<file path="config.mk">
export PLATFORM = sky130hd
export DESIGN_NAME = dtq_cell
export DESIGN_NICKNAME = d
export VERILOG_FILES = /design/src/hw/rtl/dtq_pkg.sv /design/src/hw/rtl/dtq_cell.sv
export SDC_FILE = /design/constraint.sdc
export NUM_CORES = 1
export LEC_CHECK = 0
export BUFFER_PORTS_ARGS = -buffer_cell sky130_fd_sc_hd__buf_2
export CORE_AREA = 2 2 166 168
export CTS_CLUSTER_SIZE = 12
export DETAILED_ROUTE_END_ITERATION = 12
export DIE_AREA = 0 0 168 170
export PLACE_DENSITY = 0.57
export RECOVER_POWER = 100
export SYNTH_ARGS = -nofsm -noshare
export SYNTH_HDL_FRONTEND = slang
export SYNTH_SLANG_ARGS = --single-unit
</file>
<file path="constraint.sdc">
create_clock -name clk -period 9.2 [get_ports clk]
set_clock_uncertainty 0.2 [all_clocks]
set_input_delay 1.84 -clock clk [delete_from_list [all_inputs] [get_ports clk]]
set_output_delay 1.84 -clock clk [all_outputs]
set_load 0.02 [all_outputs]
</file>
<file path="src/hw/rtl/dtq_pkg.sv">
package dtq_pkg;

    localparam int DEADLINE_W       = 48;
    localparam int ID_W             = 34;
    localparam int DEFAULT_CAPACITY = 16;

    localparam logic [ID_W-1:0] ID_LIMIT = 34'd10000000000;

    typedef enum logic [1:0] {
        FUNC_START  = 2'd0,
        FUNC_CANCEL = 2'd1,
        FUNC_TICK   = 2'd2
    } func_t;

    typedef enum logic [2:0] {
        STATUS_STARTED   = 3'd0,
        STATUS_FULL      = 3'd1,
        STATUS_CANCELLED = 3'd2,
        STATUS_NOT_FOUND = 3'd3,
        STATUS_EXPIRED   = 3'd4,
        STATUS_NONE      = 3'd5
    } status_t;

    typedef enum logic [1:0] {
        CELL_HOLD   = 2'd0,
        CELL_INSERT = 2'd1,
        CELL_REMOVE = 2'd2,
        CELL_POP    = 2'd3
    } cell_op_t;

    typedef enum logic [1:0] {
        ST_IDLE = 2'd0,
        ST_EXEC = 2'd1,
        ST_TICK = 2'd2
    } state_t;

    typedef struct packed {
        logic                  valid;
        logic [DEADLINE_W-1:0] deadline;
        logic [ID_W-1:0]       id;
    } cell_data_t;

    typedef struct packed {
        cell_op_t              op;
        logic [DEADLINE_W-1:0] deadline;
        logic [ID_W-1:0]       id;
        logic [ID_W-1:0]       cid;
        logic [DEADLINE_W-1:0] now;
    } cell_cmd_t;

    typedef struct packed {
        logic ins;
        logic rm;
        logic expired;
    } cell_flags_t;

endpackage

</file>
<file path="src/hw/rtl/dtq_cell.sv">
module dtq_cell (
    input  logic               clk,
    input  logic               rst_n,
    input  dtq_pkg::cell_cmd_t   cmd,
    input  dtq_pkg::cell_data_t  left_data,
    input  dtq_pkg::cell_flags_t left_flags,
    input  dtq_pkg::cell_data_t  right_data,
    output dtq_pkg::cell_data_t  data,
    output dtq_pkg::cell_flags_t flags
);

    logic                              valid_reg;
    logic                              valid_next;
    logic [dtq_pkg::DEADLINE_W-1:0]    deadline_reg;
    logic [dtq_pkg::DEADLINE_W-1:0]    deadline_next;
    logic [dtq_pkg::ID_W-1:0]          id_reg;
    logic [dtq_pkg::ID_W-1:0]          id_next;
    logic                              ins_here;
    logic                              match;

    assign ins_here = !valid_reg || (deadline_reg > cmd.deadline);
    assign match    = valid_reg && (id_reg == cmd.cid);

    assign flags.ins     = ins_here;
    assign flags.rm      = left_flags.rm || match;
    assign flags.expired = valid_reg && (deadline_reg <= cmd.now);

    assign data.valid    = valid_reg;
    assign data.deadline = deadline_reg;
    assign data.id       = id_reg;

    always_comb
    begin
        valid_next    = valid_reg;
        deadline_next = deadline_reg;
        id_next       = id_reg;
        case (cmd.op)
            dtq_pkg::CELL_INSERT:
            begin
                if (left_flags.ins)
                begin
                    valid_next    = left_data.valid;
                    deadline_next = left_data.deadline;
                    id_next       = left_data.id;
                end
                else if (ins_here)
                begin
                    valid_next    = 1'b1;
                    deadline_next = cmd.deadline;
                    id_next       = cmd.id;
                end
            end
            dtq_pkg::CELL_REMOVE:
            begin
                if (flags.rm)
                begin
                    valid_next    = right_data.valid;
                    deadline_next = right_data.deadline;
                    id_next       = right_data.id;
                end
            end
            dtq_pkg::CELL_POP:
            begin
                valid_next    = right_data.valid;
                deadline_next = right_data.deadline;
                id_next       = right_data.id;
            end
            default:
            begin
                valid_next = valid_reg;
            end
        endcase
    end

    always_ff @(posedge clk or negedge rst_n)
    begin
        if (!rst_n)
        begin
            valid_reg <= 1'b0;
        end
        else
        begin
            valid_reg <= valid_next;
        end
    end

    always_ff @(posedge clk)
    begin
        deadline_reg <= deadline_next;
        id_reg       <= id_next;
    end

endmodule

</file>
# After elaboration in Yosys (flattened, before gate mapping)
# Index checks and enable logic that the tools add are counted.
# W data, S select, Z words.
# word_totals
inputBits	337
latchBits	0
wordCells	30
ram_bits	0
romBits	0
output_inout_bits	86
n_memories	0
ff_bits	83
# classes
div_mod_pow	0
eq_ne	6
order_cmp	2
addsub	0
mul	0
n_mux	12
n_bitwise	0
n_shift	0
n_reduce_logical	7
# ops
operator	n
$mux W48	3
$pmux W48 S3	1
$mux W34	3
$pmux W34 S3	1
$gt A48 B48 Y1	1
$le A48 B48 Y1	1
$eq A34 B34 Y1	1
$eq A2 B2 Y1 const B	2
$mux W1	3
$ne A3 B3 Y1 const B	1
$pmux W1 S3	1
$reduce_and A3 Y1	1
$reduce_bool A3 Y1	1
$eq A2 B1 Y1 const B	1
$logic_and A1 B1 Y1	2
$logic_or A1 B1 Y1	2
$ne A2 B2 Y1 const B	1
$logic_not A1 Y1	1

# Depth between registers and ports, before layout
# Gate-level depths: netlist of run 1.
# logic_depth
word_depth	5
depth_mapped	10
depth_no_buf	9

# Worst setup path after synthesis of run 1
# No wires, ideal clock.
# synth_timing
path_kind	input-to-reg
start	in cmd[163] (netlist bit)
end	reg deadline_reg[0] (netlist bit) (enable)
setup_time_ps	571
arrival_ps	7624
cell_stages	9
t_required_ps	8429
path_slack_ps	805
path_buffers	0
path_cell_list	inv_1 ha_1 nand4_1 nor4_1 nand3_1 o21ai_1 a2111oi_2 a21o_1 a31oi_1
# synth_between
elab_chain_len	4
# synth_lines
item	line	text
start, declared	dtq_cell.sv:4	input dtq_pkg::cell_cmd_t cmd,
$gt A48 B48 Y1	dtq_cell.sv:21	assign ins_here = !valid_reg || (deadline_reg > cmd.deadline);
$logic_or A1 B1 Y1	dtq_cell.sv:21	
$ne A3 B3 Y1 (no source line)	--	
$reduce_and A3 Y1 (no source line)	--	
end signal, assigned	dtq_cell.sv:89	deadline_reg <= deadline_next;
end, declared	dtq_cell.sv:14	logic [dtq_pkg::DEADLINE_W-1:0] deadline_reg;
# Every way passes these cells.
# A chain may end at the register's enable or synchronous reset.

# Worst setup path after layout of run 1
# layout_timing
start	in cmd[165] (netlist bit)
end	reg deadline_reg[26] (netlist bit) (enable)
# layout_between
elab_chain_len	3
elab_cells_between_ends	7
cone_classes	eq/ne (5); reduce/logical (2)
# layout_lines
item	line	text
$eq A2 B1 Y1 / $eq A2 B2 Y1 (equally long branches)	dtq_cell.sv:37	case (cmd.op)
$ne A3 B3 Y1 (no source line), or another cell as far along	--	
$reduce_and A3 Y1 (no source line) *	--	
# Mark *: on every way between the ends. The rest lies on a longest branch, timed or not.

==> results of run 1 <==
-- synthesized netlist by cell type (2+ instances only) --
cell / instances / share of area (%)
nor3_1: 4 / 0.29
a31oi_1: 2 / 0.18
buf_4: 2 / 0.22
nor2b_1: 2 / 0.18
nor2_1: 12 / 0.65
inv_1: 98 / 5.3
mux2i_1: 83 / 12
xnor2_1: 31 / 3.9
clkbuf_1: 18 / 0.97
nand4_1: 27 / 2.4
o21ai_0: 97 / 7.0
and4_1: 2 / 0.25
and3_1: 2 / 0.18
a21oi_1: 29 / 2.1
o211ai_1: 3 / 0.32
a211oi_1: 7 / 0.75
nand3_1: 8 / 0.57
buf_2: 7 / 0.50
edfxtp_1: 82 / 35
ha_1: 96 / 17
nand2_1: 103 / 5.5
nor4_1: 4 / 0.36
buf_1: 2 / 0.11
a221oi_1: 3 / 0.38
a21o_1: 8 / 0.86
xor2_1: 3 / 0.38
-- layout by cell type (no fill, tap or decap), drive strengths merged, types with 2 or more instances in the layout --
master,count
xor2,3
nor4,4
a2111oi,2
nor2b,2
nor3,4
xnor2,31
nand3,8
a221oi,3
nand4,27
clkinv,2
a211oi,7
a21oi,29
and4,2
ha,96
and3,2
o211ai,3
inv,102
mux2i,83
nand2,103
buf,338
clkbuf,96
o21ai,98
a21o,8
diode,8
nor2,13
a31oi,2
edfxtp,82
-- cell type report --
type	instances	share of cell area (%)
diodes	8	0.208
inverters	98	3.82
repair buffers	424	21.0
multi-input cells	542	41.7
well taps	341	4.43
flip-flops and latches	83	25.9
clock inverters	6	0.598
clock buffers	10	2.38
-- per-layer routing --
layer  part of all wire (%)  vias up  GRT usage, %
met3                    7.7       40          5.05
met4                    2.5        8          6.39
met2                     52      308          34.2
met1                     38     3207          19.8
li1                       -     3514             -
met5                   0.17        -             0
-- per-stage QoR --
stage | cells | setup WS, ns | hold WS, ns | util [%] | total power [uW]
after detailed placement | 1488 | 2.80 | 0.650 | 35.4 | 934
after global routing | 1509 | 1.43 | 0.679 | 36.1 | 1370
after CTS | 1504 | 2.79 | 0.661 | 36.4 | 1310
after global placement | 1488 | 2.84 | 0.647 | 35.4 | 929
final | 1512 | 2.10 | 0.633 | 36.1 | 1280
after floorplan | 752 | 0.805 | 0.346 | - | 747
-- worst register-to-register path, stage by stage (launching register included) --
cell	delay [ns]
edfxtp_1	0.44
ha_1	0.33
nand4_1	0.18
nor4_1	0.68
nand3_1	0.24
nor2_1	0.23
a2111oi_2	0.09
a21o_1	0.24
a31oi_4	0.72
buf_4	0.83
-- cell families (layout without fill, tap and decap cells) --
group / count (synthesis) / count (layout) / synth area share, %
xor+xnor: 34 / 34 / 4.27
compound gates: 160 / 160 / 12.9
buf+inv: 127 / 538 / 7.07
flops: 83 / 83 / 35.7
mux: 83 / 83 / 11.9
fa+ha+maj: 96 / 96 / 17.2
simple gates: 169 / 169 / 10.9
other cells: 0 / 8 / 0
-- power by group --
part	internal, uW	leakage (uW)	switching [uW]
Sequential	469	0.000837	40.9
Clock	190	0.000142	178
Combinational	169	0.00386	235
-- how the worst max path moves through the flow --
stage	start	to	slack [ns]	cells after the start
after detailed placement	cmd[159]	flags[2]	2.80	11
after global routing	cmd[165]	deadline_reg[29]	1.43	4
after floorplan	cmd[163]	deadline_reg[0]	0.80	9
after global placement	cmd[159]	flags[2]	2.84	11
after CTS	cmd[159]	flags[2]	2.79	11
final	cmd[165]	deadline_reg[26]	2.10	4
==> parameters.txt, run 1 <==
Parameter                              Value

Outcome
  Status ... complete, but fails checks
  Violated checks ... capacitance limit, slew limit

Floorplanning
  Vertical die dimension ... 170 um
  IO Pins ... 423
  Area of the placeable core ... 0.0267 mm2
  Initial standard-cell utilization of the core ... 26.2%
  Number of cell rows ... 60
  Horizontal die dimension ... 168 um
  Die footprint ... 0.0286 mm2

Clock tree
  Number of cells upsized or downsized after cts ... 0
  CTS tree ... yes
  Clock buffers created by TritonCTS ... 9
  Worst-case clock buffer depth ... 2
  Count of hold buffers inserted by post-cts repair ... 0
  Post-CTS setup repair buffer count ... 0
  Library cell used as clock root buffer ... clkbuf_16
  Insertion delay of the later-clocked pin in the worst-skew pair ... 0.35 ns
  Clock Sink Count ... 83
  CTS clock-pin slew for the worst setup and hold paths ... 0.08 ns
  Number of H-tree branching levels ... 3

Synth
  Register bit total from synthesis ... 83
  Post-synth cell types ... 43
  Proportion of synthesized chip area in sequential cells ... 35.7%
  Predominant post-synthesis flop cell ... edfxtp_1
  Avg Cell Area, Syn ... 9.28 um2
  Share of flip-flops with an asynchronous set or reset after synthesis ... 1.20%
  Number of enable-type register cells in the synthesized netlist ... 82
  Count of yosys warnings during synthesis ... 0
  Post-synthesis cell count ... 752
  Cell Area, Synth ... 0.00698 mm2
  Total nets after synthesis ... 1185

Route
  Number of optimization iterations in the first detailed-route pass ... 4
  Routed len/inst ... 17.9 um
  Via count of the routed design ... 7077
  Number of DRC violations after detailed-routing iteration 0 ... 298
  Routed Antenna Nets ... 0
  Total routed wirelength ... 27100 um
  Number of remaining DRC errors ... 0
  Average via count per standard cell ... 4.68

Worst setup path
  Category of the worst setup path capture point ... register
  Delay of the slowest critical-path stage ... 2.33 ns
  Worst path slowest cell ... clkbuf_1
  Startpoint type of the worst setup path ... input port
  Cell breakdown of the critical path ... clkbuf_1 > a21oi_1 > a31oi_4 > buf_4
  Worst path top cell family by delay ... buffers and inverters
  Critical Path Fanout Max ... 86
  Type of the worst setup path ... in2reg
  Worst Reg2Reg Path Length in Cells ... 9
  Crit Reg-Reg Startpoint ... deadline_reg[41]
  Worst setup slack for register-to-register paths ... 4.60 ns
  Critical path data required time ... 8.96 ns
  Arrival time at the worst endpoint ... 6.87 ns
  Buf/Inv on CP ... 2
  FF-to-FF End ... deadline_reg[26]

Placement
  Standard cell area after detailed placement ... 0.00943 mm2
  Number of buffers inserted by port buffering ... 421
  HPWL reported at the end of detailed placement ... 22300 um
  RD Place Congestion ... 0.906

Worst hold path
  Worst Min Path Start ... valid_reg
  Hold Crit Depth ... 2
  Min-Delay Path Class ... reg2reg
  End point of the most critical hold path ... valid_reg

STA
  Unrepaired setup endpoints after global routing ... no
  Transition time at the pin with the least slew margin ... 3.37 ns
  Final setup viols ... 0
  Slew HR ... -125%
  Final Hold Vio Count ... 0
  Highest achievable clock rate ... 0.141 GHz
  Number of slew-limit violations in the final report ... 87
  Minimum clock period after layout ... 7.10 ns
  Setup total negative slack ... 0 ns
  Final worst-path cycle share ... 77.2%

Final layout
  Post-Layout Inst Area ... 0.00962 mm2
  Count of fill cells added during filler insertion ... 2856
  Number of flip-flops under the largest register name ... 48
  Area of combinational cells with multiple inputs ... 0.00401 mm2
  Sequential cell area ... 0.00249 mm2
  Area delta synth->final ... 37.9%
  Share of final-layout standard cells stronger than drive strength 1 ... 30.6%
  Number of nets in the finished design ... 1591

GRT
  Number of antenna violations at the first check in global routing ... 11
  Global-route wire length before repair ... 39000 um
  GRT Util Overall ... 18.3%
  Maximum number of pins on one net before global-route repair ... 87
  Number of global-route vias before repair ... 6973
  Grt total ovfl ... 0

Power
  VDD IR max ... 0.0687 mV
  Static leakage ... 0.00484 uW
  Power density over cell area ... 133 mW/mm2

Run
  Maximum Capacitance Violations ... 1
Note: power is estimated with default switching activity, not from simulation.
==> inputs of run 2 (changes only) <==
--- a/config.mk
+++ b/config.mk
@@ -10,7 +10,7 @@
 export CTS_CLUSTER_SIZE = 12
 export DETAILED_ROUTE_END_ITERATION = 12
 export DIE_AREA = 0 0 168 170
-export PLACE_DENSITY = 0.57
+export PLACE_DENSITY = 0.59
 export RECOVER_POWER = 100
 export SYNTH_ARGS = -nofsm -noshare
 export SYNTH_HDL_FRONTEND = slang
==> constraint.sdc (replaced) <==
create_clock -name clk -period 6.43 [get_ports clk]
set_clock_uncertainty 0.2 [all_clocks]
set_input_delay 1.286 -clock clk [delete_from_list [all_inputs] [get_ports clk]]
set_output_delay 1.286 -clock clk [all_outputs]
set_load 0.02 [all_outputs]
==> parameters.txt, run 2 (same netlist as run 1, synthesis figures left out) <==
Parameter                              Value

Floorplanning
  IO Pins ... 423 (unchanged)
  Die footprint ... 0.0286 mm2 (unchanged)
  Initial standard-cell utilization of the core ... 26.2% (unchanged)
  Number of cell rows ... 60 (unchanged)
  Vertical die dimension ... 170 um (unchanged)
  Area of the placeable core ... 0.0267 mm2 (unchanged)
  Horizontal die dimension ... 168 um (unchanged)

Worst setup path
  Crit Reg-Reg Startpoint ... deadline_reg[47] (was deadline_reg[41])
  Type of the worst setup path ... in2reg (unchanged)
  Critical path data required time ... 6.10 ns (was 8.96 ns)
  Arrival time at the worst endpoint ... 4.99 ns (was 6.87 ns)
  Startpoint type of the worst setup path ... input port (unchanged)
  Worst Reg2Reg Path Length in Cells ... 9 (unchanged)
  FF-to-FF End ... id_reg[31] (was deadline_reg[26])
  Critical Path Fanout Max ... 92 (was 86)
  Category of the worst setup path capture point ... register (unchanged)
  Start point of the critical path ... cmd[165] (unchanged)
  Worst setup slack for register-to-register paths ... 1.94 ns (was 4.60 ns)

Clock tree
  Count of hold buffers inserted by post-cts repair ... 0 (unchanged)
  CTS clock-pin slew for the worst setup and hold paths ... 0.08 ns (about the same)
  Number of cells upsized or downsized after cts ... 0 (unchanged)
  Library cell used as clock root buffer ... clkbuf_16 (unchanged)
  Clock buffers created by TritonCTS ... 9 (unchanged)
  Post-CTS setup repair buffer count ... 0 (unchanged)
  Insertion delay of the later-clocked pin in the worst-skew pair ... 0.35 ns (about the same)
  Clock Sink Count ... 83 (unchanged)
  Worst-case clock buffer depth ... 2 (unchanged)
  CTS tree ... yes (unchanged)
  Number of H-tree branching levels ... 3 (unchanged)

Route
  Average via count per standard cell ... 4.67 (was 4.68)
  Total routed wirelength ... 27500 um (was 27100 um)
  Number of remaining DRC errors ... 0 (unchanged)
  Routed len/inst ... 18.2 um (was 17.9 um)
  Number of DRC violations after detailed-routing iteration 0 ... 301 (was 298)
  Routed Antenna Nets ... 0 (unchanged)
  Via count of the routed design ... 7060 (was 7077)
  Number of optimization iterations in the first detailed-route pass ... 5 (was 4)

Final layout
  Number of nets in the finished design ... 1594 (was 1591)
  Leading cell types in the layout, fill and taps excluded ... 332 x buf_2, 103 x nand2_1, 98 x inv_1, 98 x o21ai_0, 96 x ha_1 (was 334 x buf_2, 103 x nand2_1, 98 x inv_1, 97 x o21ai_0, 96 x ha_1)
  Commonest non-fill, non-tap cell in the layout ... buf_2 (unchanged)
  Number of flip-flops under the largest register name ... 48 (unchanged)
  Count of fill cells added during filler insertion ... 2853 (was 2856)
  Area of combinational cells with multiple inputs ... 0.00399 mm2 (was 0.00401 mm2)
  Area delta synth->final ... 37.6% (was 37.9%)
  Fin util ... 36.0% (was 36.1%)
  Share of final-layout standard cells stronger than drive strength 1 ... 30.3% (was 30.6%)
  Sequential cell area ... 0.00249 mm2 (unchanged)

GRT
  Number of global-route vias before repair ... 7225 (was 6973)
  Maximum number of pins on one net before global-route repair ... 93 (was 87)
  Number of antenna violations at the first check in global routing ... 10 (was 11)
  GRT Util Overall ... 18.9% (was 18.3%)
  Grt total ovfl ... 0 (unchanged)
  Global-route wire length before repair ... 40400 um (was 39000 um)

Placement
  Number of buffers inserted by port buffering ... 421 (unchanged)
  RD Place Congestion ... 0.879 (was 0.906)
  Post-Place Setup Slack ... 1.26 ns (was 2.80 ns)
  HPWL reported at the end of detailed placement ... 23200 um (was 22300 um)

STA
  Number of slew-limit violations in the final report ... 230 (was 87)
  Post-layout worst setup margin ... 1.11 ns (was 2.10 ns)
  Setup total negative slack ... 0 ns (unchanged)
  Transition time at the pin with the least slew margin ... 3.58 ns (was 3.37 ns)
  Unrepaired setup endpoints after global routing ... no (unchanged)
  Final worst-path cycle share ... 82.8%
  Final Hold Vio Count ... 0 (unchanged)
  Minimum clock period after layout ... 5.32 ns
  Final setup viols ... 0 (unchanged)
  Highest achievable clock rate ... 0.188 GHz
  Slew HR ... -139% (was -125%)

Outcome
  Status ... complete, but fails checks (unchanged)
  Violated checks ... capacitance limit, slew limit (unchanged)

Power
  Power density over cell area ... 192 mW/mm2 (was 133 mW/mm2)
  Static leakage ... 0.00483 uW (was 0.00484 uW)
  VDD IR max ... 0.0894 mV (was 0.0687 mV)

Run
  Maximum Capacitance Violations ... 3 (was 1)

Worst hold path
  Min-Delay Path Class ... in2async (was reg2reg)
[run 2: where the power goes]
| part | leakage, uW | switching, uW | internal [uW] | total [uW] |
|---|---|---|---|---|
| Combinational | 0.00386 | 336 | 242 | 579 |
| Sequential | 0.000837 | 59.4 | 673 | 732 |
| Clock | 0.000138 | 256 | 272 | 528 |
[run 2: worst max path at each step]
stage                      end  depth (start not counted)
6_report            id_reg[24]                          3
5_1_grt             id_reg[24]                          3
4_1_cts               flags[2]                         11
3_5_place_dp          flags[2]                         11
3_3_place_gp          flags[2]                         11
2_1_floorplan  deadline_reg[0]                          9
[run 2: metal layers]
metal	wire length, um	share of wire, %	GRT usage, %	up-vias
met3	2000	7.3	4.74	39
met5	46	0.17	0	-
li1	-	-	-	3510
met1	10600	38	20.9	3209
met2	14100	51	35.4	294
met4	816	3.0	5.82	8
[run 2: worst max-delay path: stages]
cell	delay, ns
clkbuf_1	0.25
clkbuf_1	2.49
o21ai_0	0.86
[run 2: area by class of cell]
type                    instances  area share [%]
repair buffers                427            21.2
clock inverters                 6           0.587
multi-input cells             542            41.6
flip-flops and latches         83            25.9
diodes                          4           0.104
well taps                     341            4.45
clock buffers                  10            2.39
inverters                      98            3.83
[run 2: metrics by stage]
step	hold slack, ns	total power, uW	instance area (um2)	cells
global route	0.471	1960	9590	1509
finish	0.492	1840	9600	1511
CTS	0.472	1890	9750	1507
detailed placement	0.568	1340	9460	1491
floorplan	0.363	1070	6980	752
global placement	0.564	1330	9460	1491
